### src/design/tkp_ram.sv
// Generic single-write, single-read RAM with registered read data.
module tkp_ram #(
  parameter int WIDTH = 8,
  parameter int DEPTH = 256
) (
  input  logic                     clk_i,
  input  logic                     we_i,
  input  logic [$clog2(DEPTH)-1:0] waddr_i,
  input  logic [WIDTH-1:0]         wdata_i,
  input  logic                     re_i,
  input  logic [$clog2(DEPTH)-1:0] raddr_i,
  output logic [WIDTH-1:0]         rdata_o
);

  logic [WIDTH-1:0] mem [DEPTH];

  always_ff @(posedge clk_i) begin
    if (we_i) begin
      mem[waddr_i] <= wdata_i;
    end
    if (re_i) begin
      rdata_o <= mem[raddr_i];
    end
  end

endmodule

### config.mk
export PLATFORM = sky130hd
export DESIGN_NAME = tkp_ram
export DESIGN_NICKNAME = d
export VERILOG_FILES = /design/src/design/tkp_ram.sv
export SDC_FILE = /design/constraint.sdc
export NUM_CORES = 2
export LEC_CHECK = 0
export ABC_AREA = 0
export CAP_MARGIN = 0
export CORE_MARGIN = 10
export CORE_UTILIZATION = 57
export CTS_BUF_LIST = sky130_fd_sc_hd__clkbuf_16
export DETAILED_ROUTE_END_ITERATION = 8
export DONT_BUFFER_PORTS = 1
export GPL_TIMING_DRIVEN = 0
export HOLD_SLACK_MARGIN = 0.03
export PLACE_DENSITY = 0.77
export REMOVE_ABC_BUFFERS = 1
export SYNTH_ARGS = -nofsm -noshare
export SYNTH_HDL_FRONTEND = slang
export SYNTH_SLANG_ARGS = --single-unit
export TNS_END_PERCENT = 50
### constraint.sdc
create_clock -name clk_i -period 2.2 [get_ports clk_i]
set_input_delay 0 -clock clk_i [delete_from_list [all_inputs] [get_ports clk_i]]
set_output_delay 0 -clock clk_i [all_outputs]
set_load 0.02 [all_outputs]
After elaboration in Yosys (flattened, before gate mapping)
Memory sizes are Yosys's and may differ from the RTL's. A register that Yosys moved wholly into a read port is not among the register bits. Cells that the tools add are included.

Register bits: 0. Memory bits (writable): 2048. Bits of input ports: 27. Output and inout port bits: 8. Word-level logic and storage cells: 3. Memories kept: 1.

Multiplexer cells: 2.

Memories: mem (words 256, width 8, read ports 1, clocked after Yosys merged registers in 1, write ports 1, RTL line 15) `logic [WIDTH-1:0] mem [DEPTH];`.

Operators with widths (count): 1-bit two-way mux (2).

Longest topological paths before layout
Word-level depth: 2. Depth in mapped cells: 11. Gate-level depth less buffers: 6.

Least setup slack after synthesis
OpenSTA, ideal clock, no wires.

Path type: input-to-reg. From: in raddr_i[0]. To: reg rdata_o[2], read port of mem (data pin). Setup time: 269 ps. Arrival: 1807 ps. Required time: 1931 ps. Path slack: 124 ps. Cell stages on the path: 9. Buffers on the path: 4. Cells stage by stage: buf_6 -> buf_12 -> buf_8 -> buf_2 -> mux4_2 -> a22oi_1 -> a21oi_1 -> nor4_1 -> nor4_2.

RTL lines: start, declared (RTL line 11) `input logic [$clog2(DEPTH)-1:0] raddr_i,`; end, declared (RTL line 12) `output logic [WIDTH-1:0] rdata_o`.

==> out/results.txt <==
dpl cells = 5402
top_reg_cell synth = edfxtp_1
hpwl dp = 100 mm
via count = 39477
main area contributors after synthesis = edfxtp_1 (78%), mux4_2 (13%), mux2i_1 (1.7%)
Fmax = 330 MHz
Tot GR Track Use = 24.0%
H-tree levels = 4
IO Count = 35
Final Max Tran Viols = 123
RSZ-0062 raised after global routing = true
total clock sinks = 2056
Setup-failing EPs final = 57
Final min period = 3.03 ns
leading area contributor after synthesis = edfxtp_1
hold slack final = -0.683 ns
Nets = 3790
initial drt markers = 5894
share of cells above drive strength 1 = 24.2%
input/output buffers = 0
P per Cell Area = 890 mW/mm^2
Clk Tree Root Cell = clkbuf_16
worst vdd ir = 666 uV
status = finished, violations left
CTS tree = yes
Post-Layout Cell Count = 5807
WP data required = 2.74 ns
crit path kind = input pin to flop
vias in the first global route = 39594
Mapped Area = 0.0796 mm^2
initial antenna violation count = 6
placed inst area = 0.0811 mm^2
failing checks = hold timing, slew limit, setup timing
Initial Utilization = 57.2%
die width = 394 um
Worst setup EP type = flop
DRC Markers = 0
Hold WC Path Type = input pin to flop
global-route wire length before repair = 274 mm
Leak = 27.1 nW
Skew-Pair Late Insertion Delay = 0.83 ns
most frequent cell after synthesis = edfxtp_1
die area = 0.155 mm^2
sequential area share after synthesis = 77.5%
clk buf depth = 3
Placeable Area = 0.139 mm^2
period utilization = 138%
critical path data arrival time = 3.57 ns
total iterations of the first detailed-routing run = 6
mean area per synthesized cell = 21.3 um^2
YS warnings = 0
synth cell count leaders = edfxtp_1 (2056), mux4_2 (454), nor2_1 (282)
row count = 137
Final Hold Viols = 2053
skew final = 0.0367 ns
largest net degree at the start of global routing = 579
placer congestion estimate = 0.810
Worst Slack Setup Final = -0.830 ns
Via density = 6.80
area grow syn2layout = 11.5%
post-synth cell types = 54
Mapped Cells = 3733
Slew headroom = -16.1%
final WL = 192 mm
FF+latch count, synth = 2056
Worst Max-Slew Pin Slew = 1.74 ns
Antenna Nets Post-Route = 0
DIE HEIGHT = 394 um
R2R Setup Slk = -0.36 ns
WL/cell = 33.0 um
Max-cap violations = 0
post-synth top area share = 77.5%
crit start category = input pin
CTS Buf Count = 194
Finished Cell Area = 0.0888 mm^2
Crit Path Max Fanout = 446
GRT overflow = 0
Post-synth EDFFs = 2056
Async SR Flop Fraction = 0%
Reg clk slew, reported paths = 0.06 ns
-- per-layer routing --
| metal | wire length (um) | vias up | track usage, % |
|---|---|---|---|
| met1 | 68800 | 20606 | 32.3 |
| met5 | 13 | - | 0 |
| met4 | 7700 | 2 | 9.70 |
| met3 | 21700 | 437 | 5.80 |
| met2 | 93400 | 2651 | 38.1 |
| li1 | - | 15781 | - |
-- where the power goes --
part	internal, W	switching [W]
combinational	0.00133	0.00164
sequential	0.0432	0.0000645
clock	0.0184	0.0144
-- kinds of logic (layout without fill, tap and decap cells) --
kind of cell,after synthesis,after routing,share of synthesized area (%)
compound gates,385,385,3.42
flops,2056,2056,77.5
simple gates,466,466,2.63
mux,591,591,14.6
other cells,0,6,0
buf+inv,235,427,1.83
-- layout by cell type, fill, tap and decap left out, drive strengths merged, types with 10 or more instances in the layout --
| cell type | n |
|---|---|
| edfxtp | 2056 |
| mux4 | 456 |
| nor2 | 282 |
| clkbuf | 202 |
| mux2i | 134 |
| a22oi | 133 |
| a21oi | 96 |
| clkinv | 95 |
| o221ai | 47 |
| inv | 42 |
| buf | 35 |
| nand3 | 34 |
| nand2 | 33 |
| nor2b | 31 |
| o22ai | 28 |
| dlygate4sd3 | 28 |
| nor4 | 27 |
| nor3 | 22 |
| bufinv | 18 |
| a211oi | 16 |
| a221oi | 14 |
| o21ai | 12 |
| nand4 | 10 |
| o211ai | 10 |
-- path summary, 6_finish.rpt --
check | cells past startpoint | start | to
setup / recovery | 6 | raddr_i[1] | rdata_o[4]$_DFFE_PP_
hold / removal | 0 | wdata_i[4] | mem[77][4]$_DFFE_PP_
setup reg to reg | 6 | mem[131][4]$_DFFE_PP_ | rdata_o[4]$_DFFE_PP_
hold reg to reg | 6 | mem[54][0]$_DFFE_PP_ | rdata_o[0]$_DFFE_PP_
-- sequential cells by signal, summed over array words and instances, names as in the netlist --
| register | flops |
|---|---|
| rdata_o | 8 |
| mem | 2048 |
-- per-stage QoR --
stage	TNS, ns	hold slack, ns	setup WS (ns)	utilization, %	power (W)
after floorplan	-2.04	0.0989	-0.293	-	0.0456
after global placement	-2418.08	0.115	-4.00	57.9	0.0463
after detailed placement	-659.92	0.115	-1.54	58.3	0.0464
after CTS	-62.40	-0.695	-0.237	63.3	0.0788
after global routing	-3.43	-0.717	-0.417	63.8	0.0808
final	-6.42	-0.683	-0.830	63.8	0.0790
-- critical path: stages --
cell and delay (ns):
nor2b_1 1.20, a221oi_1 0.21, o211ai_1 0.24, nand3_1 0.25, nor4_4 0.67, nor4_4 0.16
-- area by class of cell --
type                    count  area (um^2)
inverters                   2         8.76
fillers                  8822        50400
clock inverters           160         1260
diodes                      6         15.0
multi-input cells        1442        17400
well taps                1876         2350
flip-flops and latches   2056        61700
repair buffers             67         1080
clock buffers             198         4950
-- repair_timing --
item	in CTS	in global routing
setup endpoints to repair	8	1289
hold buffers	22	6
resized for setup	87	101
gates cloned	0	4
setup buffers	0	4
hold endpoints to repair	2714	2299
pin swaps	21	15
Note: power is estimated with default switching activity, not from simulation.
