<file path="config.mk">
export PLATFORM = sky130hd
export DESIGN_NAME = tkp_argmax
export DESIGN_NICKNAME = d
export VERILOG_FILES = /design/src/design/tkp_pkg.sv /design/src/design/tkp_argmax.sv
export SDC_FILE = /design/constraint.sdc
export NUM_CORES = 1
export LEC_CHECK = 0
export BUFFER_PORTS_ARGS = -buffer_cell sky130_fd_sc_hd__buf_2
export CORE_MARGIN = 5
export CORE_UTILIZATION = 43
export CTS_BUF_LIST = sky130_fd_sc_hd__clkbuf_2
export DETAILED_ROUTE_END_ITERATION = 10
export PLACE_DENSITY = 0.84
export RECOVER_POWER = 25
export SLEW_MARGIN = 10
export SYNTH_ARGS = -nofsm -noshare
export SYNTH_HDL_FRONTEND = slang
export SYNTH_SLANG_ARGS = --single-unit
export TNS_END_PERCENT = 20
</file>
<file path="constraint.sdc">
create_clock -name clk_i -period 2.7 [get_ports clk_i]
set_input_delay 0.54 -clock clk_i [delete_from_list [all_inputs] [get_ports clk_i]]
set_output_delay 0.54 -clock clk_i [all_outputs]
set_load 0.005 [all_outputs]
</file>
<file path="src/design/tkp_pkg.sv">
// Shared constants, types and codes for the top-k peak picker.
package tkp_pkg;

  localparam int MAX_WIDTH  = 256;
  localparam int MAX_HEIGHT = 256;
  localparam int MAX_POINTS = 16;

  localparam int DEPTH   = MAX_WIDTH * MAX_HEIGHT;
  localparam int ADDR_W  = $clog2(DEPTH);
  localparam int TOTAL_W = ADDR_W + 1;
  localparam int PIX_W   = 8;
  localparam int COORD_W = 8;
  localparam int DIM_W   = 9;
  localparam int NPTS_W  = 5;
  localparam int RAD_W   = 8;
  localparam int CFG_W   = 9;
  localparam int PICK_W  = $clog2(MAX_POINTS);

  localparam logic [DIM_W-1:0]  RST_WIDTH   = DIM_W'(256);
  localparam logic [DIM_W-1:0]  RST_HEIGHT  = DIM_W'(256);
  localparam logic [NPTS_W-1:0] RST_NPOINTS = NPTS_W'(4);
  localparam logic [RAD_W-1:0]  RST_RADIUS  = RAD_W'(32);

  typedef enum logic [1:0] {
    CFG_FRAME_WIDTH     = 2'd0,
    CFG_FRAME_HEIGHT    = 2'd1,
    CFG_NUM_POINTS      = 2'd2,
    CFG_SUPPRESS_RADIUS = 2'd3
  } cfg_idx_e;

  typedef enum logic [2:0] {
    ST_LOAD,
    ST_SCAN,
    ST_DRAIN,
    ST_CORNER,
    ST_BASE,
    ST_ZERO
  } state_e;

  // Register values, already clamped to their legal ranges.
  typedef struct packed {
    logic [DIM_W-1:0]  width;
    logic [DIM_W-1:0]  height;
    logic [NPTS_W-1:0] npoints;
    logic [RAD_W-1:0]  radius;
  } cfg_t;

  // Tag that travels alongside a pixel read from the store.
  typedef struct packed {
    logic               vld;
    logic               first;
    logic [COORD_W-1:0] x;
    logic [COORD_W-1:0] y;
  } sample_t;

  typedef struct packed {
    logic [COORD_W-1:0] x;
    logic [COORD_W-1:0] y;
  } peak_t;

endpackage

</file>
<file path="src/design/tkp_argmax.sv">
// Running maximum over the pixels streamed out of the store; first wins on ties.
module tkp_argmax (
  input  logic                      clk_i,
  input  tkp_pkg::sample_t          sample_i,
  input  logic [tkp_pkg::PIX_W-1:0] rdata_i,
  output tkp_pkg::peak_t            best_o
);
  import tkp_pkg::*;

  logic [PIX_W-1:0] best_val_q, best_val_d;
  peak_t            best_q, best_d;
  logic             take;

  assign take = sample_i.vld && (sample_i.first || (rdata_i > best_val_q));

  always_comb begin
    best_val_d = best_val_q;
    best_d     = best_q;
    if (take) begin
      best_val_d = rdata_i;
      best_d.x   = sample_i.x;
      best_d.y   = sample_i.y;
    end
  end

  always_ff @(posedge clk_i) begin
    best_val_q <= best_val_d;
    best_q     <= best_d;
  end

  assign best_o = best_q;

endmodule

</file>
### Word-level counts from Yosys, hierarchy flattened

Index checks and enable logic that the tools add are counted.
W data, S select, Z words.

| word-level totals | value |
|---|---|
| output and inout bits | 16 |
| flip-flop bits (word level) | 24 |
| logic and storage cells | 6 |
| bits of input ports | 27 |

| operators by class | value |
|---|---|
| reductions and logical operators | 2 |
| order comparisons | 1 |

Operator list:

| cell | number |
|---|---|
| $gt A8 B8 Y1 | 1 |
| $logic_and A1 B1 Y1 | 1 |
| $logic_or A1 B1 Y1 | 1 |

### Longest topological paths before layout

Gate-level depths: netlist of the first run.

| logic depth | value |
|---|---|
| depth in word-level cells | 3 |
| mapped depth | 6 |
| mapped depth without buffers | 6 |

### Least setup slack after synthesis of the first run

Ideal clock, no wire load.

| timing path | value |
|---|---|
| path kind | in2reg |
| from | input port rdata_i[5] (netlist bit) |
| to | register best_q, in the netlist best_o[0] (enable) |
| cell stages on the path | 5 |
| slack | -0.086 ns |
| arrival | 2.372 ns |
| cells stage by stage | ha_1 -> a211oi_2 -> o211ai_2 -> o311ai_1 -> a21oi_1 |

| on the way | value |
|---|---|
| cells in the longest elaborated chain, start to end | 3 |

Ends and longest elaborated chain:

| what | RTL line | source |
|---|---|---|
| start, declared | tkp_argmax.sv:5 | `input logic [tkp_pkg::PIX_W-1:0] rdata_i,` |
| $gt A8 B8 Y1 | tkp_argmax.sv:14 | `assign take = sample_i.vld && (sample_i.first \|\| (rdata_i > best_val_q));` |
| $logic_or A1 B1 Y1 | tkp_argmax.sv:14 |  |
| $logic_and A1 B1 Y1 | tkp_argmax.sv:14 |  |
| named net take | tkp_argmax.sv:12 | `logic take;` |
| end signal, assigned | tkp_argmax.sv:28 | `best_q <= best_d;` |
| end, declared | tkp_argmax.sv:11 | `peak_t best_q, best_d;` |

The timed path passes the listed nets, and every way through them passes these cells.
A chain may end at the register's enable or synchronous reset.

### Worst setup path in the final report of the first run

| timing path | value |
|---|---|
| from | register best_val_q[6] |
| to | register best_val_q[5] (enable) |

| on the way | value |
|---|---|
| cells in the longest elaborated chain, start to end | 3 |

Ends and longest elaborated chain:

| what | RTL line | source |
|---|---|---|
| start, declared | tkp_argmax.sv:10 | `logic [PIX_W-1:0] best_val_q, best_val_d;` |
| start signal, assigned | tkp_argmax.sv:27 | `best_val_q <= best_val_d;` |
| $gt A8 B8 Y1 | tkp_argmax.sv:14 |  |
| $logic_or A1 B1 Y1 | tkp_argmax.sv:14 |  |
| $logic_and A1 B1 Y1 | tkp_argmax.sv:14 |  |
| named net take | tkp_argmax.sv:12 |  |

The timed path passes the listed nets, and every way through them passes these cells.

==> results.md, run 1 <==
- Die H: 56.72 um
- Post-route ant nets: 0
- #FFs+latches synth: 24
- PwrDens: 616.7 nW/um^2
- Top cells by area, synth: edfxtp_1, ha_1, inv_1
- Vias: 574
- Max-slew violation count: 0
- Core footprint: 2148 um^2
- Hold endpoint: best_o[12]
- Root Buffer: clkbuf_2
- Highest Clock Rate: 0.5744 GHz
- Worst R2R Path Depth: 6
- Commonest non-fill, non-tap cell in the layout: buf_2
- I/O pin total: 43
- CTS tree: done
- Sink Count: 24
- Worst hold path class: primary input to flip-flop
- Post-Syn Area per Cell: 17.71 um^2
- Largest area contributor in the netlist: edfxtp_1
- Gates resized, CTS repair: 0
- Initial cell density of the core: 43.68%
- Critical R2R Capture: best_val_q[5]
- Slew @ Worst Pin: 0.3322 ns
- WP data arrival: 1.83 ns
- Skew final: 0.02527 ns
- Leak pwr: 0.5474 nW
- Post-Route Setup TNS: 0 ns
- Vias per std cell: 4.450
- Die area: 3217 um^2
- WL/cell: 11.52 um
- Reg clk slew, reported paths: 0.22 ns
- Post-Syn Nets: 88
- Mapped Area: 938.4 um^2
- CP required: 2.79 ns
- Fill count: 188
- Share of layout cells above drive strength 1: 47.52%
- Post-synthesis sequential area ratio: 76.80%
- Setup slack, reg-to-reg: 0.96 ns
- # Max-Cap Violations: 0
- WS Path Type: flip-flop to flip-flop
- Worst vdd ir: 0.0002910 V
- Syn Inst Count: 53
- Global-route wire length before repair: 2346 um
- Crit Path Max Fanout: 14
- Tcrit/Tclk final: 64.48%
- ANT cells: 0
- Residual DRC: 0
- Worst Hold Launch: sample_i[12]
- Cell Area, Placed: 1202 um^2
- Layout area overhead: 32.53%
- Post-CTS Setup Bufs: 0
- DRT Wirelength: 1486 um
- RSZ-0062 raised after global routing: false
- Layout Utilization: 57.89%
- Routability cong.: 0.7204
- # rows: 17
- Gr ovfl total: 0
- HPWL Detailed: 1238 um
- Slew margin rel.: 77.50%
- CTS max path bufs: 2
- Design area: 1244 um^2
- Final Net Count: 137
- Critical Path End Type: flip-flop
- R2r startpoint: best_val_q[6]
- Share of the synthesized area in the top cell type: 76.80%
- Die Wd: 56.72 um
- Minimum clock period: 1.741 ns
- GRT Util Overall: 9.639%
- Pre-Repair DR Iteration Count: 3
- WHS: 0.3662 ns
- I/O Buffers: 42
- Worst Setup Start Kind: flip-flop
- Endpoints failing setup: 0
- Hold-fix buffer count after cts: 0
- Vias in the first global route: 564
- CTS buffer count: 3
- Largest net degree at the start of global routing: 15
- Status: finished, final reports clean
- DRT iter0 DRCs: 16
- Commonest cells after routing, fill and taps aside: buf_2, edfxtp_1, inv_1, ha_1
- CTS H-tree lvls: 1
- Distinct cells, synth: 13
- Final-report hold violation count: 0
- Initial antenna violation count: 0
- Hold Path Stages: 1
- YS warnings: 0
- Worst-skew pair later-pin latency: 0.33 ns
-- cell usage after synthesis (all sizes together) --
cell type  count
edfxtp        24
ha             8
a211oi         1
o211ai         1
o21ai          3
o21a           1
a21oi          1
nand4          2
nor2           2
o311ai         1
inv            8
nor2b          1
-- flip-flops by register name (all words and copies together) (netlist names) --
register	flops
best_val_q	8
best_o	16
-- power by group --
group          internal [W]  switching [W]  total [W]  leakage, nW
clock network      0.000128      0.0000962   0.000224       0.0266
logic             0.0000446      0.0000485  0.0000931        0.294
registers          0.000444     0.00000538   0.000450        0.227
-- how the worst max path moves through the flow --
stage,slack (ns),to,cells past startpoint,startpoint
2_1_floorplan,0.44,best_o[0],5,rdata_i[5]
3_3_place_gp,0.72,best_o[3],7,rdata_i[5]
3_5_place_dp,0.68,best_o[4],7,rdata_i[5]
4_1_cts,0.95,best_o[4],7,best_val_q[6]
5_1_grt,0.87,best_o[7],7,best_val_q[1]
6_report,0.96,best_val_q[5],6,best_val_q[6]
-- metal layers --
layer	share of wire [%]	GRT usage, %
met1	43	11.57
met2	42	14.52
met3	15	4.828
met4	0	4.068
met5	0	0
-- cell type report --
type	count	area [um^2]	area share (%)
sequential	24	720.7	57.95
tap	28	35.03	2.817
multi-input combinational	21	191.4	15.39
timing repair buffer	44	221.5	17.81
inverter	8	30.03	2.414
clock inverter	1	30.03	2.414
clock buffer	3	15.01	1.207
-- critical path, stage by stage (launching register included) --
cell and delay [ns]:
edfxtp_1 0.38, inv_1 0.05, ha_1 0.29, nand4_1 0.14
o311ai_1 0.37, a21oi_2 0.07, buf_4 0.20
-- per-stage QoR --
| step | total power (W) | worst slack (ns) | std cells |
|---|---|---|---|
| 5_1_grt | 0.0008072 | 0.8715 | 129 |
| 3_5_place_dp | 0.0005539 | 0.6790 | 125 |
| 3_3_place_gp | 0.0005508 | 0.7192 | 125 |
| 2_1_floorplan | 0.0005035 | 0.4376 | 53 |
| 4_1_cts | 0.0007761 | 0.9499 | 129 |
| 6_report | 0.0007669 | 0.9591 | 129 |
-- logic make-up after synthesis --
logic type	Yosys count	synth area share, %
DFF	24	76.80
AOI/OAI and AO/OA	8	6.532
buffers and inverters	8	3.200
adders and majority gates	8	10.67
and+or+nand+nor	5	2.801
Power figures use the tool's default switching activity.
==> run 2: changes to the inputs <==
CORE_UTILIZATION = 47   (was 43)
PLACE_DENSITY = 0.87   (was 0.84)
clock period = 1.8 ns   (was 2.7 ns; I/O delays follow)
==> run 2 against run 1 <==
Compared with the run above:
- maximum frequency is 1.6% higher
- worst hold slack worse by 0.16 ns
- first-iteration DRC count is 50% lower
- flip-flop and latch count stayed put
- clock power is 48% higher
- non-clock buffer count stayed put
- largest cell class unchanged
==> results.md, run 2 (synthesized netlist as in run 1, its figures left out) <==
- Clock power share: 27.9%
- # Max-Cap Violations: 0
- Crit Path Max Fanout: 19
- Minimum clock period: 1.713 ns
- Critical R2R Capture: best_o[13]
- Vias: 576
- Reg clk slew, reported paths: 0.20 ns
- Vias per std cell: 4.500
- WP data arrival: 1.81 ns
- Crit-path cells: inv_1 > ha_4 > a211oi_4 > o21ai_1 > nor2_1 > a21oi_4 > buf_12
- Share of layout cells above drive strength 1: 57.43%
- DRT iter0 DRCs: 8
- Final Net Count: 137
- Status: finished, final reports clean
- Initial antenna violation count: 0
- Final-report hold violation count: 0
- Largest net degree at the start of global routing: 20
- R2r startpoint: best_val_q[5]
- Root Buffer: clkbuf_2
- HPWL Detailed: 1309 um
- PwrDens: 896.1 nW/um^2
- Placed Cells: 124
- Global-route wire length before repair: 2152 um
- Tcrit/Tclk final: 95.17%
- Post-route ant nets: 0
- Fin cells: 128
- Skew final: 0.003419 ns
- Die area: 2990 um^2
- Fill count: 142
- CP max stage delay: 0.40 ns
- Worst R2R Path Depth: 7
- # rows: 16
- Initial cell density of the core: 48.32%
- Gr ovfl total: 0
- Worst-skew pair later-pin latency: 0.30 ns
- I/O pin total: 43
- WL/cell: 12.02 um
- Commonest non-fill, non-tap cell in the layout: buf_2
- Layout area overhead: 41.33%
- Routing usage on met3: 3.270%
- Die Wd: 54.69 um
- Core footprint: 1942 um^2
- CTS tree: done
- Hold Path Stages: 1
- Critical Path End Type: flip-flop
- Combinational group share of total power: 15.3%
- Total power draw: 0.001188 W
- Residual DRC: 0
- Multi-input logic area: 259.0 um^2
- Max reg flops: 16
- WS Path Type: flip-flop to flip-flop
- CP required: 1.90 ns
- Leak pwr: 0.5633 nW
- Flop pwr share: 56.8%
- I/O Buffers: 42
- Worst vdd ir: 0.0006812 V
- Slew margin rel.: 78.84%
- Die H: 54.69 um
- Worst hold path class: primary input to flip-flop
- Sink Count: 24
- Setup slack, reg-to-reg: 0.09 ns
- Routability cong.: 0.6974
- Worst Hold Launch: sample_i[6]
- Commonest cells after routing, fill and taps aside: buf_2, edfxtp_1, inv_1
- CTS buffer count: 3
- GRT Util Overall: 10.68%
- GRT met2 Usage: 16.93%
- Int Power: 0.0009499 W
- FF/Latch Area: 720.7 um^2
- Grt met1 use: 12.68%
- Layout Utilization: 68.30%
- Endpoints failing setup: 0
- CTS max path bufs: 2
- Design area: 1326 um^2
- Gr busiest metal: met2
- DRT Wirelength: 1538 um
- Max-slew violation count: 0
- Worst Setup Start Kind: flip-flop
- CP max stage cell: edfxtp_1
- Post-CTS Setup Bufs: 0
- Switching pwr: 0.0002386 W
- Pre-Repair DR Iteration Count: 2
- Highest Clock Rate: 0.5838 GHz
- Cell Area, Placed: 1270 um^2
- Hold endpoint: best_o[6]
- Slew @ Worst Pin: 0.3169 ns
- RSZ-0062 raised after global routing: true
- ANT cells: 0
- Vias in the first global route: 531
- CTS H-tree lvls: 1
- Switch share: 20.07%
-- run 2: cell types whose count changed in the layout (fill, tap and decap cells not counted), moves of 2 or more --
cell	change
buf_2	+3
clkbuf_1	-3
ha_1	-3
ha_4	+3
o21ai_0	-2
o21ai_2	+2
-- run 2: repair_timing --
| action | 4_1_cts | 5_1_grt |
|---|---|---|
| endpoints found under the hold margin | 0 | 0 |
| endpoints found under the setup margin | 0 | 24 |
| gates resized for setup | 0 | 3 |
| hold buffers | 0 | 0 |
-- run 2: cell type report --
class	count	area share, %
sequential	24	54.34
multi-input combinational	21	19.53
timing repair buffer	44	17.92
tap	27	2.547
clock inverter	1	2.264
inverter	8	2.264
clock buffer	3	1.132
-- run 2: metal layers --
metal	vias to the layer above	wire [um]	part of all wire (%)
li1	298	-	-
met1	244	645	42
met5	-	0	0
met2	32	688	45
met3	2	187	12
met4	0	17	1.1
-- run 2: critical path: cells and delay by family, from the launching register on --
| family | cells | cell delay (ns) |
|---|---|---|
| DFF | 1 | 0.40 |
| and+or+nand+nor | 1 | 0.18 |
| buffers and inverters | 2 | 0.26 |
| adders and majority gates | 1 | 0.21 |
| AOI/OAI and AO/OA | 3 | 0.44 |
-- run 2: worst max-delay path by stage --
stage                   from    endpoint  depth (start not counted)
6_report       best_val_q[5]  best_o[13]                          7
5_1_grt        best_val_q[7]  best_o[10]                          7
4_1_cts        best_val_q[5]   best_o[9]                          7
3_5_place_dp      rdata_i[4]   best_o[9]                          7
3_3_place_gp      rdata_i[5]   best_o[9]                          7
2_1_floorplan  best_val_q[7]   best_o[0]                          6
-- run 2: power by group through the flow --
stage | registers (W) | logic (W) | clock network, W
2_1_floorplan | 0.000693 | 0.0000786 | 0
3_3_place_gp | 0.000687 | 0.000166 | 0
3_5_place_dp | 0.000688 | 0.000174 | 0
4_1_cts | 0.000676 | 0.000175 | 0.000339
5_1_grt | 0.000678 | 0.000201 | 0.000370
6_report | 0.000675 | 0.000181 | 0.000332
-- run 2: through the flow --
stage          setup slack, ns  hold slack [ns]  TNS (ns)
2_1_floorplan         -0.02838           0.4589   -0.6810
3_3_place_gp           0.03044           0.5378         0
3_5_place_dp          -0.02871           0.5383   -0.6403
4_1_cts                0.05452           0.1957         0
5_1_grt               -0.01681           0.1501   -0.1368
6_report               0.08700           0.2102         0
