[src/design/tkp_pkg.sv]
// Shared constants, types and codes for the top-k peak picker.
package tkp_pkg;

  localparam int MAX_WIDTH  = 256;
  localparam int MAX_HEIGHT = 256;
  localparam int MAX_POINTS = 16;

  localparam int DEPTH   = MAX_WIDTH * MAX_HEIGHT;
  localparam int ADDR_W  = $clog2(DEPTH);
  localparam int TOTAL_W = ADDR_W + 1;
  localparam int PIX_W   = 8;
  localparam int COORD_W = 8;
  localparam int DIM_W   = 9;
  localparam int NPTS_W  = 5;
  localparam int RAD_W   = 8;
  localparam int CFG_W   = 9;
  localparam int PICK_W  = $clog2(MAX_POINTS);

  localparam logic [DIM_W-1:0]  RST_WIDTH   = DIM_W'(256);
  localparam logic [DIM_W-1:0]  RST_HEIGHT  = DIM_W'(256);
  localparam logic [NPTS_W-1:0] RST_NPOINTS = NPTS_W'(4);
  localparam logic [RAD_W-1:0]  RST_RADIUS  = RAD_W'(32);

  typedef enum logic [1:0] {
    CFG_FRAME_WIDTH     = 2'd0,
    CFG_FRAME_HEIGHT    = 2'd1,
    CFG_NUM_POINTS      = 2'd2,
    CFG_SUPPRESS_RADIUS = 2'd3
  } cfg_idx_e;

  typedef enum logic [2:0] {
    ST_LOAD,
    ST_SCAN,
    ST_DRAIN,
    ST_CORNER,
    ST_BASE,
    ST_ZERO
  } state_e;

  // Register values, already clamped to their legal ranges.
  typedef struct packed {
    logic [DIM_W-1:0]  width;
    logic [DIM_W-1:0]  height;
    logic [NPTS_W-1:0] npoints;
    logic [RAD_W-1:0]  radius;
  } cfg_t;

  // Tag that travels alongside a pixel read from the store.
  typedef struct packed {
    logic               vld;
    logic               first;
    logic [COORD_W-1:0] x;
    logic [COORD_W-1:0] y;
  } sample_t;

  typedef struct packed {
    logic [COORD_W-1:0] x;
    logic [COORD_W-1:0] y;
  } peak_t;

endpackage

[src/design/tkp_seq.sv]
// Sequencer: frame load, store scans, peak emit and square zeroing.
module tkp_seq (
  input  logic                       clk_i,
  input  logic                       rst_ni,
  input  logic                       start_i,
  input  logic [tkp_pkg::PIX_W-1:0]  pixel_value_i,
  input  tkp_pkg::cfg_t              cfg_i,
  input  tkp_pkg::peak_t             best_i,
  output logic                       busy_o,
  output logic                       ram_we_o,
  output logic [tkp_pkg::ADDR_W-1:0] ram_waddr_o,
  output logic [tkp_pkg::PIX_W-1:0]  ram_wdata_o,
  output logic                       ram_re_o,
  output logic [tkp_pkg::ADDR_W-1:0] ram_raddr_o,
  output tkp_pkg::sample_t           sample_o,
  output logic                       peak_valid_o,
  output logic                       last_peak_o
);
  import tkp_pkg::*;

  state_e state_q, state_d;

  logic [ADDR_W-1:0]  load_cnt_q, load_cnt_d;
  logic [ADDR_W-1:0]  scan_addr_q, scan_addr_d;
  logic [COORD_W-1:0] col_q, col_d, row_q, row_d;
  sample_t            sample_q, sample_d;
  logic [PICK_W-1:0]  pick_q, pick_d;

  logic [COORD_W-1:0] tlx_q, tlx_d, tly_q, tly_d;
  logic [DIM_W-1:0]   ex_q, ex_d, ey_q, ey_d;
  logic [DIM_W-1:0]   zcol_q, zcol_d, zrow_q, zrow_d;
  logic [ADDR_W-1:0]  row_base_q, row_base_d, zaddr_q, zaddr_d;

  logic [TOTAL_W-1:0]       total;
  logic                     accept;
  logic                     frame_done;
  logic                     scan_last;
  logic                     col_wrap;
  logic                     last_pick;
  logic [COORD_W-1:0]       tlx_c, tly_c;
  logic [DIM_W-1:0]         side, wrem, hrem, ex_c, ey_c;
  logic [COORD_W+DIM_W-1:0] base_prod;
  logic [ADDR_W-1:0]        base_c, next_base;
  logic                     zcol_end, zrow_end;

  assign total      = TOTAL_W'(cfg_i.width) * TOTAL_W'(cfg_i.height);
  assign accept     = start_i && (state_q == ST_LOAD);
  assign frame_done = (TOTAL_W'(load_cnt_q) + TOTAL_W'(1)) >= total;
  assign scan_last  = TOTAL_W'(scan_addr_q) == (total - TOTAL_W'(1));
  assign col_wrap   = col_q == COORD_W'(cfg_i.width - DIM_W'(1));
  assign last_pick  = (NPTS_W'(pick_q) + NPTS_W'(1)) == cfg_i.npoints;

  // Suppression square: corner clamped at zero, extent cut at the frame edge.
  assign tlx_c = (best_i.x > cfg_i.radius) ? best_i.x - cfg_i.radius : '0;
  assign tly_c = (best_i.y > cfg_i.radius) ? best_i.y - cfg_i.radius : '0;
  assign side  = {cfg_i.radius, 1'b1};
  assign wrem  = cfg_i.width - DIM_W'(tlx_c);
  assign hrem  = cfg_i.height - DIM_W'(tly_c);
  assign ex_c  = (wrem < side) ? wrem : side;
  assign ey_c  = (hrem < side) ? hrem : side;

  assign base_prod = (COORD_W+DIM_W)'(tly_q) * (COORD_W+DIM_W)'(cfg_i.width);
  assign base_c    = ADDR_W'(base_prod) + ADDR_W'(tlx_q);
  assign next_base = row_base_q + ADDR_W'(cfg_i.width);
  assign zcol_end  = zcol_q == (ex_q - DIM_W'(1));
  assign zrow_end  = zrow_q == (ey_q - DIM_W'(1));

  // Next state
  always_comb begin
    state_d = state_q;
    case (state_q)
      ST_LOAD:   if (accept && frame_done) state_d = ST_SCAN;
      ST_SCAN:   if (scan_last) state_d = ST_DRAIN;
      ST_DRAIN:  state_d = ST_CORNER;
      ST_CORNER: state_d = last_pick ? ST_LOAD : ST_BASE;
      ST_BASE:   state_d = ST_ZERO;
      ST_ZERO:   if (zcol_end && zrow_end) state_d = ST_SCAN;
      default:   state_d = ST_LOAD;
    endcase
  end

  // Outputs
  always_comb begin
    busy_o       = 1'b1;
    ram_we_o     = 1'b0;
    ram_waddr_o  = zaddr_q;
    ram_wdata_o  = '0;
    ram_re_o     = 1'b0;
    ram_raddr_o  = scan_addr_q;
    peak_valid_o = 1'b0;
    last_peak_o  = 1'b0;
    case (state_q)
      ST_LOAD: begin
        busy_o      = 1'b0;
        ram_we_o    = accept;
        ram_waddr_o = load_cnt_q;
        ram_wdata_o = pixel_value_i;
      end
      ST_SCAN:   ram_re_o = 1'b1;
      ST_CORNER: begin
        peak_valid_o = 1'b1;
        last_peak_o  = last_pick;
      end
      ST_ZERO:   ram_we_o = 1'b1;
      default:   busy_o = 1'b1;
    endcase
  end

  // Datapath next values
  always_comb begin
    load_cnt_d  = load_cnt_q;
    scan_addr_d = '0;
    col_d       = '0;
    row_d       = '0;
    pick_d      = pick_q;
    tlx_d       = tlx_q;
    tly_d       = tly_q;
    ex_d        = ex_q;
    ey_d        = ey_q;
    zcol_d      = zcol_q;
    zrow_d      = zrow_q;
    row_base_d  = row_base_q;
    zaddr_d     = zaddr_q;

    sample_d.vld   = (state_q == ST_SCAN);
    sample_d.first = (scan_addr_q == '0);
    sample_d.x     = col_q;
    sample_d.y     = row_q;

    if (accept) begin
      load_cnt_d = frame_done ? '0 : load_cnt_q + ADDR_W'(1);
    end

    case (state_q)
      ST_SCAN: begin
        scan_addr_d = scan_addr_q + ADDR_W'(1);
        col_d       = col_wrap ? '0 : col_q + COORD_W'(1);
        row_d       = col_wrap ? row_q + COORD_W'(1) : row_q;
      end
      ST_CORNER: begin
        pick_d = last_pick ? '0 : pick_q + PICK_W'(1);
        tlx_d  = tlx_c;
        tly_d  = tly_c;
        ex_d   = ex_c;
        ey_d   = ey_c;
      end
      ST_BASE: begin
        row_base_d = base_c;
        zaddr_d    = base_c;
        zcol_d     = '0;
        zrow_d     = '0;
      end
      ST_ZERO: begin
        if (zcol_end) begin
          zcol_d     = '0;
          zrow_d     = zrow_q + DIM_W'(1);
          row_base_d = next_base;
          zaddr_d    = next_base;
        end else begin
          zcol_d  = zcol_q + DIM_W'(1);
          zaddr_d = zaddr_q + ADDR_W'(1);
        end
      end
      default: begin
        pick_d = pick_q;
      end
    endcase
  end

  always_ff @(posedge clk_i or negedge rst_ni) begin
    if (!rst_ni) begin
      state_q     <= ST_LOAD;
      load_cnt_q  <= '0;
      scan_addr_q <= '0;
      col_q       <= '0;
      row_q       <= '0;
      pick_q      <= '0;
      sample_q    <= '0;
    end else begin
      state_q     <= state_d;
      load_cnt_q  <= load_cnt_d;
      scan_addr_q <= scan_addr_d;
      col_q       <= col_d;
      row_q       <= row_d;
      pick_q      <= pick_d;
      sample_q    <= sample_d;
    end
  end

  always_ff @(posedge clk_i) begin
    tlx_q      <= tlx_d;
    tly_q      <= tly_d;
    ex_q       <= ex_d;
    ey_q       <= ey_d;
    zcol_q     <= zcol_d;
    zrow_q     <= zrow_d;
    row_base_q <= row_base_d;
    zaddr_q    <= zaddr_d;
  end

  assign sample_o = sample_q;

endmodule

[config.mk]
export PLATFORM = sky130hd
export DESIGN_NAME = tkp_seq
export DESIGN_NICKNAME = d
export VERILOG_FILES = /design/src/design/tkp_pkg.sv /design/src/design/tkp_seq.sv
export SDC_FILE = /design/constraint.sdc
export NUM_CORES = 1
export LEC_CHECK = 0
export BUFFER_PORTS_ARGS = -buffer_cell sky130_fd_sc_hd__clkbuf_2
export CORE_ASPECT_RATIO = 0.9
export CORE_MARGIN = 2
export CORE_UTILIZATION = 55
export DETAILED_ROUTE_END_ITERATION = 7
export HOLD_SLACK_MARGIN = 0.1
export PLACE_DENSITY = 0.71
export SYNTH_ARGS = -nofsm -noshare
export SYNTH_HDL_FRONTEND = slang
export SYNTH_SLANG_ARGS = --single-unit
[constraint.sdc]
create_clock -name clk_i -period 5.35 [get_ports clk_i]
set_clock_uncertainty 0.15 [all_clocks]
set_input_delay 0.535 -clock clk_i [delete_from_list [all_inputs] [get_ports clk_i]]
set_output_delay 0.535 -clock clk_i [all_outputs]
set_load 0.005 [all_outputs]
Yosys cells after proc, flatten, opt, wreduce, memory -nomap -nowiden

Cells that the tools add are included.

Bits in registers: 157
Bits in latches: 0
Bits in writable memories: 0
ROM bits: 0
Bits of input ports: 58
Output and inout port bits: 63
Word-level logic and storage cells: 101
Memories kept: 0

Add/subtract/negate cells: 20
$mul: 2
Divide/modulo/power cells: 0
Order comparisons: 5
Equality and inequality tests: 15
Shift-type cells: 0
Multiplexer cells: 31
Bitwise logic cells: 0
Reductions and logical operators: 8

Operator list:

| kind                                               | number |
|---|---|
| two-way mux 16 bit                                 | 5 |
| case mux 16 bit (2 select lines)                   | 2 |
| two-way mux 8 bit                                  | 7 |
| adder 16 x 1 -> 16 bit, second input constant      | 3 |
| two-way mux 9 bit                                  | 4 |
| case mux 9 bit (2 select lines)                    | 2 |
| adder 9 x 1 -> 9 bit, second input constant        | 2 |
| == test 9 bit                                      | 2 |
| < comparator 9 bit                                 | 2 |
| case mux 3 bit (6 select lines)                    | 1 |
| subtractor 9 x 1 -> 9 bit, second input constant   | 2 |
| subtractor 9 x 8 -> 9 bit                          | 2 |
| adder 16 x 1 -> 17 bit, second input constant      | 1 |
| == test 16 x 17 -> 1 bit                           | 1 |
| greater-or-equal comparator 17 bit                 | 1 |
| multiplier 9 x 9 -> 17 bit                         | 1 |
| subtractor 17 x 1 -> 17 bit, second input constant | 1 |
| adder 16 x 8 -> 16 bit                             | 1 |
| adder 16 x 9 -> 16 bit                             | 1 |
| adder 8 x 1 -> 8 bit, second input constant        | 2 |
| greater-than comparator 8 bit                      | 2 |
| zero test 16 bit                                   | 1 |
| multiplier 8 x 9 -> 16 bit                         | 1 |
| subtractor 8 bit                                   | 2 |
| other kinds (19)                                   | 32 |

Longest topological paths before layout

Gate-level depths: netlist of run 1.

Depth in word-level cells: 5
Gate-level depth with buffers: 29
Depth with buffers taken out: 29

Least setup slack after synthesis of run 1

OpenSTA, ideal clock, no wires.

Path type: input port to flip-flop
Start: input port cfg_i[24] (netlist name)
End: register state_q[0]
Library setup time: 0.121 ns
Arrival time: 6.708 ns
Required time: 5.079 ns
Setup slack: -1.628 ns
Stages: 26
Cell sequence: clkbuf_1 clkbuf_1 and2_1 fa_1 fa_1 fa_1 inv_1 fa_1 inv_1 ha_1 buf_2 a21o_1 or3_1 o2111a_1 a311o_1 inv_2 ha_1 nand2_1 a211oi_1 a221o_1 maj3_2 maj3_2 a21o_1 buf_2 a21oi_1 nor3b_1

Longest elaborated chain between the ends: 5
Elaborated cells on any way between the ends: 8

Ends and longest elaborated chain:

| what                                                                              | RTL line                     | text |
|---|---|---|
| start: declaration                                                                | tkp_seq.sv:7                 | `input tkp_pkg::cfg_t cfg_i,` |
| multiplier 9 x 9 -> 17 bit (*)                                                    | tkp_seq.sv:46                | `assign total = TOTAL_W'(cfg_i.width) * TOTAL_W'(cfg_i.height);` |
| subtractor 17 x 1 -> 17 bit or greater-or-equal comparator 17 bit (tied branches) | tkp_seq.sv:49, tkp_seq.sv:48 |  |
| == test 16 x 17 -> 1 bit or logical AND 1 bit (tied branches)                     | tkp_seq.sv:49, tkp_seq.sv:72 |  |
| inequality test 2 x 1 -> 1 bit (no source line)                                   | n/a                          |  |
| AND reduction 3 bit (no source line) (*)                                          | n/a                          |  |
| end signal: assignment                                                            | tkp_seq.sv:180               | `state_q <= state_d;` |
| end: declaration                                                                  | tkp_seq.sv:21                | `state_e state_q, state_d;` |

Every way passes the cells marked *; elsewhere a longest branch is shown, timed or not.
A chain may end at the register's enable or synchronous reset.

Worst setup path in the final report of run 1

Start: input port cfg_i[24] (netlist name)
End: register load_cnt_q[7]

Longest elaborated chain between the ends: 3

Ends and longest elaborated chain:

| what                               | RTL line       | text |
|---|---|---|
| multiplier 9 x 9 -> 17 bit         | tkp_seq.sv:46  |  |
| greater-or-equal comparator 17 bit | tkp_seq.sv:48  | `assign frame_done = (TOTAL_W'(load_cnt_q) + TOTAL_W'(1)) >= total;` |
| two-way mux 16 bit                 | tkp_seq.sv:131 | `load_cnt_d = frame_done ? '0 : load_cnt_q + ADDR_W'(1);` |
| end signal: assignment             | tkp_seq.sv:181 | `load_cnt_q <= load_cnt_d;` |
| end: declaration                   | tkp_seq.sv:23  | `logic [ADDR_W-1:0] load_cnt_q, load_cnt_d;` |

Every way passes these cells.

==> flow_summary.toml, run 1 <==
[flow_run]
cap_violations = 0

[cts]
clkSinkCount = 157
clockBufferDepth = 2
cts_inserted_buffers = 17
cts_max_level = 4
clkSlewWorstSetupHoldPaths_ns = 0.06
clock_latency_ns = 0.46
cts_root_buf = "clkbuf_16"
cts_tree = "built"

[timing]
hold_violations = 0
report.final.slew_viol_count = 0
clock.fmax_mhz = 165
period_share = 1.13
tightest_slew_ns = 0.877
setup_viol = 27
grt_setup_unrepaired = "yes"
timing.final.crit_period_ns = 6.05
max_slew_margin = 0.416
setup_tns_ns = -12.44
setup_slack_ns = -0.700

[cells_and_area]
fin_nets = 2455
synthToLayoutAreaGrowth_pct = 28.6
design_area_um2 = 20700
drive_gt1_frac = 0.278
antenna_cells = 0
fillers = 2062

[synth]
synth_nets = 2090
synth.avg_cell_area_um2 = 9.09
ys_ff_latch = 157
syn_inst = 1772
yosys_warnings = 0
ys_seq_area_frac = 0.270
synth_edf_count = 84
syn_area_um2 = 16100
synthFlopType = "edfxtp_1"
yosysUniqueCellTypes = 74
synth_async_sr_flop_share = 0.465

[floorplanning]
core_um2 = 28900
dieWidth_um = 184
ioPinCount = 121
num_rows = 59
die_y_um = 166
start_util = 0.558
die-area_um2 = 30700

[place]
io_buffers = 120
dpl_cell_area_um2 = 18800
dpl.hpwl_mm = 34.6
gp_congestion = 0.912
dp_slack_ns = -1.37

[worst_setup_path]
rr_startpoint = "tly_q[1]"
crit_path_max_fanout = 8
endpoint_kind = "flip-flop"
startpoint_type = "input pin"
r2r_end = "zaddr_q[14]"
cp.required_ns = 5.59
worst_ep_arrival_time_ns = 6.29
rrSetupSlack_ns = 0.27
rr_worst_depth = 19
crit_type = "in -> reg"

[route]
drt-total-wl_mm = 46.2
via_per_inst = 5.58
drt_pass1_iterations = 5
drt_iter0_drc = 1025
drc = 0
wl_per_cell_um = 18.1
postRouteAntennaNets = 0
vias = 14200

[global_routing]
grt_max_degree = 74
grt_pass1_vias = 14300
grt_pass1_wl_mm = 71.7
grt_usage = 0.295
antenna_found_initial = 0
grt-ovfl-total = 0

[worst_hold_path]
whs_path_depth = 0
worstHoldStart = "row_q[7]"
hold_path.class = "reg -> reg"
whs_endpoint = "sample_o[7]"

[power_and_ir_drop]
powerDensity_nw_per_um2 = 383
p_leak_nw = 10.1
peakVddDrop_v = 0.000360

[status]
violations = "negative setup slack"
status = "finished with violations"
## state kept, by name, indices dropped and copies added, names as in the netlist
name	flops
pick_q	4
load_cnt_q	16
row_base_q	16
row_q	8
zrow_q	9
zcol_q	9
zaddr_q	16
ram_raddr_o	16
sample_o	18
ey_q	9
ex_q	9
tlx_q	8
col_q	8
tly_q	8
state_q	3
## layer usage
layer,track usage,up-vias,share of wire
li1,-,6705,-
met1,0.388,6900,0.43
met2,0.488,487,0.48
met3,0.0421,121,0.052
met4,0.124,0,0.043
met5,0,-,0
## critical path, cell delays in order
cell and delay, ns:
clkbuf_8 0.14, and2_4 0.14, fa_1 0.55, fa_1 0.44
fa_1 0.53, inv_2 0.04, fa_1 0.51, inv_2 0.05
ha_4 0.21, buf_6 0.12, or3b_4 0.22, o211ai_1 0.11
a311oi_2 0.36, ha_1 0.31, a21oi_1 0.13, nor2b_1 0.06
o21ai_1 0.14, nand2b_1 0.07, a221o_1 0.32, maj3_2 0.31
maj3_2 0.36, a21o_4 0.25, nor2_4 0.18, a22o_1 0.19
## logic make-up after synthesis
family                     share of synthesized area
DFF                                            0.270
muxes                                         0.0233
and+or+nand+nor                                0.183
buffers and inverters                         0.0620
AOI/OAI and AO/OA                              0.111
adders and majority gates                      0.251
xor gates and xnor gates                       0.100
## cell usage after synthesis (all sizes together) (3+ instances only)
master,count,area share
or2,4,0.0016
or3,11,0.0043
nand3,53,0.016
a21oi,53,0.016
ha,157,0.12
nor2,102,0.024
o21a,12,0.0056
a21o,41,0.019
nor4,14,0.0058
edfxtp,84,0.16
o31ai,4,0.0019
o211ai,8,0.0037
nand2,199,0.047
nor3b,5,0.0023
a2111oi,3,0.0016
or4,4,0.0019
a21boi,6,0.0028
dfrtp,73,0.11
xnor2,94,0.051
mux2i,6,0.0037
nor2b,16,0.0062
a31oi,8,0.0031
fa,103,0.13
mux2,28,0.020
nand4,14,0.0054
a22o,7,0.0038
a41o,3,0.0019
nand3b,9,0.0042
nand2b,15,0.0058
buf,9,0.0024
nor3,27,0.0084
xor2,90,0.049
a32oi,3,0.0016
o21bai,11,0.0051
a211oi,8,0.0040
and3,27,0.011
and2,92,0.036
clkbuf,45,0.010
o21ai,79,0.025
inv,211,0.049
a221o,4,0.0025
## stage by stage
stage,util,hold slack (ns),total power (W),instances
3_3_place_gp,0.651,0.234,0.00554,2448
4_1_cts,0.693,0.269,0.00741,2514
2_1_floorplan,-,0.0894,0.00396,1772
3_5_place_dp,0.651,0.257,0.00565,2448
6_report,0.718,0.269,0.00795,2546
5_1_grt,0.718,0.286,0.00845,2546
## power by group
part	internal, W	switching [W]
logic	0.00267	0.00256
clock network	0.000762	0.000553
registers	0.00136	0.0000397
## how the worst max path moves through the flow
stage              start        endpoint  cells after the start
4_1_cts        cfg_i[21]   load_cnt_q[7]                     23
2_1_floorplan  cfg_i[24]  load_cnt_q[14]                     26
6_report       cfg_i[24]   load_cnt_q[7]                     24
5_1_grt        cfg_i[23]   load_cnt_q[7]                     27
3_3_place_gp   cfg_i[29]   load_cnt_q[0]                     22
3_5_place_dp   cfg_i[18]   load_cnt_q[7]                     24
## cell usage in the layout, fill, tap and decap left out, drive strengths merged, types with 84 or more instances in the layout
cell type,netlist,layout
buf,9,286
ha,157,157
and2,92,92
nor2,102,102
clkbuf,45,133
nand2,199,199
xor2,90,90
edfxtp,84,84
xnor2,94,94
inv,211,217
fa,103,103
## repair_timing
item                       CTS  global route
pin swaps                   56           100
hold endpoints to repair    73             0
resized for setup           83           116
setup endpoints to repair   36            44
cloned                       2             0
buffers inserted            31            34
hold buffers                 1             0
## layout make-up
cell class / instances / area (um2) / area share
clock inverter: 10 / 109 / 0.00525
inverter: 211 / 805 / 0.0388
sequential: 157 / 4350 / 0.210
multi-input combinational: 1352 / 11500 / 0.557
timing repair buffer: 398 / 2900 / 0.140
tap: 396 / 495 / 0.0239
clock buffer: 22 / 528 / 0.0255
(Power assumes the default switching activity.)
==> run 2, diff against run 1 <==
--- a/config.mk
+++ b/config.mk
@@ -5,6 +5,7 @@
 export SDC_FILE = /design/constraint.sdc
 export NUM_CORES = 1
 export LEC_CHECK = 0
+export ABC_AREA = 1
 export BUFFER_PORTS_ARGS = -buffer_cell sky130_fd_sc_hd__clkbuf_2
 export CORE_ASPECT_RATIO = 0.9
 export CORE_MARGIN = 2
==> constraint.sdc (replaced) <==
create_clock -name clk_i -period 5.35 [get_ports clk_i]
set_clock_uncertainty 0.15 [all_clocks]
set_input_delay 1.07 -clock clk_i [delete_from_list [all_inputs] [get_ports clk_i]]
set_output_delay 1.07 -clock clk_i [all_outputs]
set_load 0.005 [all_outputs]
==> run 2 against run 1 <==
  * The run still ends with negative setup slack left
  * Global-route usage shrank 0.20 points
  * Count of clock-buffer cells in the layout shrank 1
  * Clock power is essentially flat
  * Critical path depth grew 12
  * Non-clock buffer count shrank 15
  * Synthesized cell count grew 28%
  * Design area grew 5.0%
  * Register-to-register slack gained 0.20 ns
  * First-iteration DRC count grew 15%
  * Wire length grew 2.1%
  * Combinational power grew 59%
  * Critical endpoint is now state_q[0]
==> flow_summary.toml, run 2 <==
[synth]
synth.avg_cell_area_um2 = 7.45
synth_most_common_cell = "nand2_1"
synth_async_sr_flop_share = 0.465
yosysUniqueCellTypes = 54
yosys_warnings = 0
ys_ff_latch = 157
yosysTopAreaCellShare = 0.149
ys_seq_area_frac = 0.257
synth_common_cells = "nand2_1 (556), inv_1 (487), ha_1 (157)"
syn_area_um2 = 16900
syn_inst = 2272
synth_area_leaders = "edfxtp_1 (15%), nand2_1 (12%), fa_1 (12%), ha_1 (12%), inv_1 (11%)"
yosys.area.top_type = "edfxtp_1"
synth_nets = 2590
synth_edf_count = 84
synthFlopType = "edfxtp_1"

[flow_run]
cap_violations = 0

[worst_setup_path]
crit_path_max_fanout = 7
r2r_end = "row_base_q[15]"
startpoint_type = "input pin"
rrSetupSlack_ns = 0.47
rr_worst_depth = 18
worst_ep_arrival_time_ns = 5.76
rr_startpoint = "tly_q[1]"
endpoint_kind = "flip-flop"
cp.required_ns = 5.53
slowest_delay_ns = 0.53
crit_top_cell = "nand2_4"
slowest_stage = "fa_1"
startpoint = "cfg_i[15]"
crit_type = "in -> reg"

[timing]
max_slew_margin = 0.455
clock.fmax_mhz = 179
report.final.slew_viol_count = 0
setup_viol = 36
timing.final.crit_period_ns = 5.59
tightest_slew_ns = 0.813
hold_violations = 0
setup_slack_ns = -0.236
grt_setup_unrepaired = "yes"
period_share = 1.04

[route]
wl_per_cell_um = 15.5
via_per_inst = 5.19
drt_pass1_iterations = 5
postRouteAntennaNets = 0
drt_iter0_drc = 1178
vias = 15800
drc = 0
drt-total-wl_mm = 47.1

[cts]
clkSinkCount = 157
clockBufferDepth = 2
clkSlewWorstSetupHoldPaths_ns = 0.07
cts_tree = "built"
ctsHoldBuffers = 0
cts_max_level = 4
clock_latency_ns = 0.44
cts_inserted_buffers = 17
cts_root_buf = "clkbuf_16"

[cells_and_area]
antenna_cells = 0
fin_nets = 2942
layout_common_cells = "nand2_1 (504), inv_1 (460), buf_4 (249)"
drive_gt1_frac = 0.263
design_area_um2 = 21800
finalNonFillerCells = 3040
largest_reg_flops = 18
layout_commonest_cell = "nand2_1"
synthToLayoutAreaGrowth_pct = 28.5

[worst_hold_path]
worstHoldStart = "row_q[6]"
whs_endpoint = "sample_o[6]"
hold_path.class = "reg -> reg"
whs_path_depth = 0

[floorplanning]
start_util = 0.562
die-area_um2 = 32200
dieWidth_um = 189
die_y_um = 170
core_um2 = 30100
num_rows = 60
ioPinCount = 121

[power_and_ir_drop]
p_leak_nw = 11.5
powerDensity_nw_per_um2 = 534
peakVddDrop_v = 0.000331

[global_routing]
grt_pass1_vias = 15500
grt_max_degree = 45
grt_usage = 0.293
antenna_found_initial = 0
grt_pass1_wl_mm = 75.5
grt-ovfl-total = 0

[place]
dpl_cell_area_um2 = 19800
dpl.hpwl_mm = 36.6
gp_congestion = 0.949
dp.cells = 2968
io_buffers = 120
dp_slack_ns = -0.792

[status]
status = "finished with violations"
violations = "negative setup slack"
## run 2: what timing repair did
action	in CTS	in global routing
pin swaps	55	81
endpoints found under the setup margin	38	43
buffers inserted	18	20
resized for setup	140	171
cloned	2	2
## run 2: how the worst max path moves through the flow
stage,end,cells past startpoint
floorplan,state_q[0],37
global placement,state_q[0],36
detailed placement,ex_q[6],37
CTS,state_q[0],35
global route,state_q[0],35
finish,state_q[0],36
## run 2: worst max-delay path, delay by kind of cell
| kind | cells | cell delay [ns] |
|---|---|---|
| AND/OR/NAND/NOR | 23 | 1.60 |
| buffers and inverters | 6 | 0.39 |
| adder cells (fa/ha/maj) | 6 | 2.56 |
| AO/OA/AOI/OAI | 1 | 0.13 |
## run 2: cells by family (layout without fill, tap and decap cells)
group / Yosys count / after routing / synth area share
AND/OR/NAND/NOR: 974 / 974 / 0.253
buffers and inverters: 548 / 913 / 0.123
adder cells (fa/ha/maj): 260 / 260 / 0.238
AO/OA/AOI/OAI: 222 / 222 / 0.0716
flip-flops: 157 / 157 / 0.257
XOR/XNOR: 111 / 111 / 0.0579
## run 2: per-layer routing
metal | track usage | part of all wire | vias to the layer above
met4 | 0.0934 | 0.024 | 0
li1 | - | - | 7752
met3 | 0.0458 | 0.065 | 81
met2 | 0.474 | 0.46 | 519
met1 | 0.405 | 0.45 | 7436
met5 | 0 | 0 | -
## run 2: per-stage QoR
stage	utilization	hold WS [ns]	total power, W	setup TNS [ns]
floorplan	-	0.224	0.00658	-6.62
global placement	0.656	0.243	0.00899	-26.67
detailed placement	0.656	0.254	0.00920	-30.42
CTS	0.697	0.269	0.0109	-2.42
global route	0.723	0.291	0.0126	-12.15
finish	0.723	0.260	0.0116	-4.48
## run 2: cell type report
cell class	instances	area, um2
fillers	2330	8350
repair inverters	1	6.26
inverters	497	1890
flip-flops and latches	157	4350
multi-input cells	1567	11600
clock buffers	21	503
repair buffers	383	2830
clock inverters	11	116
well taps	403	504
## run 2: report_power, final
part / switching, W / internal [W]
Sequential: 0.000241 / 0.00175
Clock: 0.000562 / 0.000735
Combinational: 0.00468 / 0.00365
==> run 3, diff against run 2 <==
--- a/config.mk
+++ b/config.mk
@@ -7,12 +7,12 @@
 export LEC_CHECK = 0
 export ABC_AREA = 1
 export BUFFER_PORTS_ARGS = -buffer_cell sky130_fd_sc_hd__clkbuf_2
-export CORE_ASPECT_RATIO = 0.9
+export CORE_ASPECT_RATIO = 1.5
 export CORE_MARGIN = 2
-export CORE_UTILIZATION = 55
+export CORE_UTILIZATION = 35
 export DETAILED_ROUTE_END_ITERATION = 7
 export HOLD_SLACK_MARGIN = 0.1
-export PLACE_DENSITY = 0.71
+export PLACE_DENSITY = 0.48
 export SYNTH_ARGS = -nofsm -noshare
 export SYNTH_HDL_FRONTEND = slang
 export SYNTH_SLANG_ARGS = --single-unit
==> run 3 against run 2 <==
  * The run still ends with negative setup slack left
  * Critical endpoint is now ex_q[7]
  * Highest routed layer unchanged
  * Die area grew 56%
  * Global-route usage shrank 7.9 points
  * Clock power shrank 5%
  * Via count shrank 1.3%
  * Power grew 4.1%
  * Design area grew 3.5%
  * Critical path depth shrank 2
  * Combinational power grew 6.4%
  * Worst setup slack lost 0.035 ns
  * Hold slack gained 0.012 ns
  * Count of clock-buffer cells in the layout shrank 2
  * First-iteration DRC count shrank 41%
==> flow_summary.toml, run 3 (same netlist as run 2, synthesis figures left out) <==
[status]
status = "finished with violations"
violations = "negative setup slack"

[timing]
tightest_slew_ns = 1.00
setup_viol = 36
clock.fmax_mhz = 178
setup_tns_ns = -6.02
hold_violations = 0
grt_setup_unrepaired = "yes"
max_slew_margin = 0.326
period_share = 1.05
setup_slack_ns = -0.272
timing.final.crit_period_ns = 5.62
report.final.slew_viol_count = 0

[floorplanning]
dieWidth_um = 184
die-area_um2 = 50200
num_rows = 98
ioPinCount = 121
die_y_um = 273
start_util = 0.355
core_um2 = 47700

[worst_setup_path]
slowest_stage = "fa_2"
cp.required_ns = 5.42
rr_worst_depth = 17
crit_type = "in -> reg"
rrSetupSlack_ns = 0.51
endpoint_kind = "flip-flop"
crit_path_max_fanout = 7
slowest_delay_ns = 0.39
startpoint_type = "input pin"
endpoint = "ex_q[7]"
worst_ep_arrival_time_ns = 5.69
rr_startpoint = "tly_q[0]"
startpoint = "cfg_i[0]"
r2r_end = "row_base_q[15]"

[route]
drt_iter0_drc = 691
drc = 0
drt-total-wl_mm = 52.8
drt_pass1_iterations = 5
postRouteAntennaNets = 0
vias = 15600
via_per_inst = 4.74
wl_per_cell_um = 16.0

[place]
dpl.hpwl_mm = 42.9
gp_congestion = 0.935
io_buffers = 120
dp_slack_ns = -1.04

[power_and_ir_drop]
power.total_w = 0.0121
swShare = 0.468
powerDensity_nw_per_um2 = 537
p_switching_w = 0.00566
pwr-share-clk = 0.103
seq_power_share = 0.165
internal_power_w = 0.00644
p_leak_nw = 11.8
peakVddDrop_v = 0.000293
pwr-share-comb = 0.732

[cts]
clock_latency_ns = 0.47
ctsHoldBuffers = 0
clkSlewWorstSetupHoldPaths_ns = 0.07
cts_tree = "built"
cts_root_buf = "clkbuf_16"
cts_max_level = 4
clkSinkCount = 157
cts_inserted_buffers = 17
clockBufferDepth = 2

[global_routing]
grt_pass1_wl_mm = 83.2
grt_max_degree = 56
grt_pass1_vias = 15900
grt_usage = 0.215
grt-ovfl-total = 0
antenna_found_initial = 0

[worst_hold_path]
whs_path_depth = 0
hold_path.class = "reg -> reg"

[cells_and_area]
drive_gt1_frac = 0.284
fillers = 4747
fin_util = 0.472
layout_commonest_cell = "nand2_1"
antenna_cells = 0
layout_common_cells = "nand2_1 (503), inv_1 (455), buf_4 (298)"
fin_nets = 2997
largest_reg_flops = 18
synthToLayoutAreaGrowth_pct = 33.0

[flow_run]
cap_violations = 0
[run 3: cell type report]
class,instances,area (um2),area share
tap,600,751,0.0333
timing repair buffer,439,3360,0.149
multi-input combinational,1567,11600,0.515
clock inverter,13,134,0.00595
inverter,497,1890,0.0839
sequential,157,4350,0.193
clock buffer,19,433,0.0192
[run 3: critical path, delay by kind of cell]
kind | cells | cell delay [ns]
AND/OR/NAND/NOR | 9 | 1.03
buffers and inverters | 8 | 0.68
AO/OA/AOI/OAI | 11 | 1.50
adder cells (fa/ha/maj) | 5 | 1.20
XOR/XNOR | 1 | 0.22
[run 3: timing repair]
action / 4_1_cts / 5_1_grt
setup buffers: 49 / 16
gates resized for setup: 175 / 151
cloned: 2 / 1
endpoints found under the setup margin: 42 / 45
pin swaps: 48 / 84
endpoints found under the hold margin: 0 / 0
[run 3: through the flow]
stage	hold WS [ns]	cell area (um2)	instances
floorplan	0.224	17300	2272
global placement	0.252	20200	3195
detailed placement	0.254	20200	3195
CTS	0.273	21800	3278
global route	0.282	22500	3292
finish	0.271	22500	3292
[run 3: worst min path at each step]
stage | from | slack, ns | to
CTS | row_q[6] | 0.27 | sample_o[6]
detailed placement | row_q[6] | 0.25 | sample_o[6]
finish | row_q[6] | 0.27 | sample_o[6]
floorplan | row_q[2] | 0.22 | sample_o[2]
global placement | row_q[6] | 0.25 | sample_o[6]
global route | row_q[6] | 0.28 | sample_o[6]
[run 3: metal layers]
layer	GRT usage	part of all wire
met5	0	0
met4	0.0861	0.038
met3	0.0274	0.025
met2	0.424	0.55
met1	0.226	0.39
[run 3: power by group through the flow]
stage / Combinational (W) / Clock (W) / Sequential [W]
after floorplan: 0.00466 / 0 / 0.00192
after global placement: 0.00768 / 0 / 0.00201
after detailed placement: 0.00775 / 0 / 0.00201
after CTS: 0.00828 / 0.00128 / 0.00199
after global routing: 0.00986 / 0.00132 / 0.00202
final: 0.00886 / 0.00124 / 0.00199
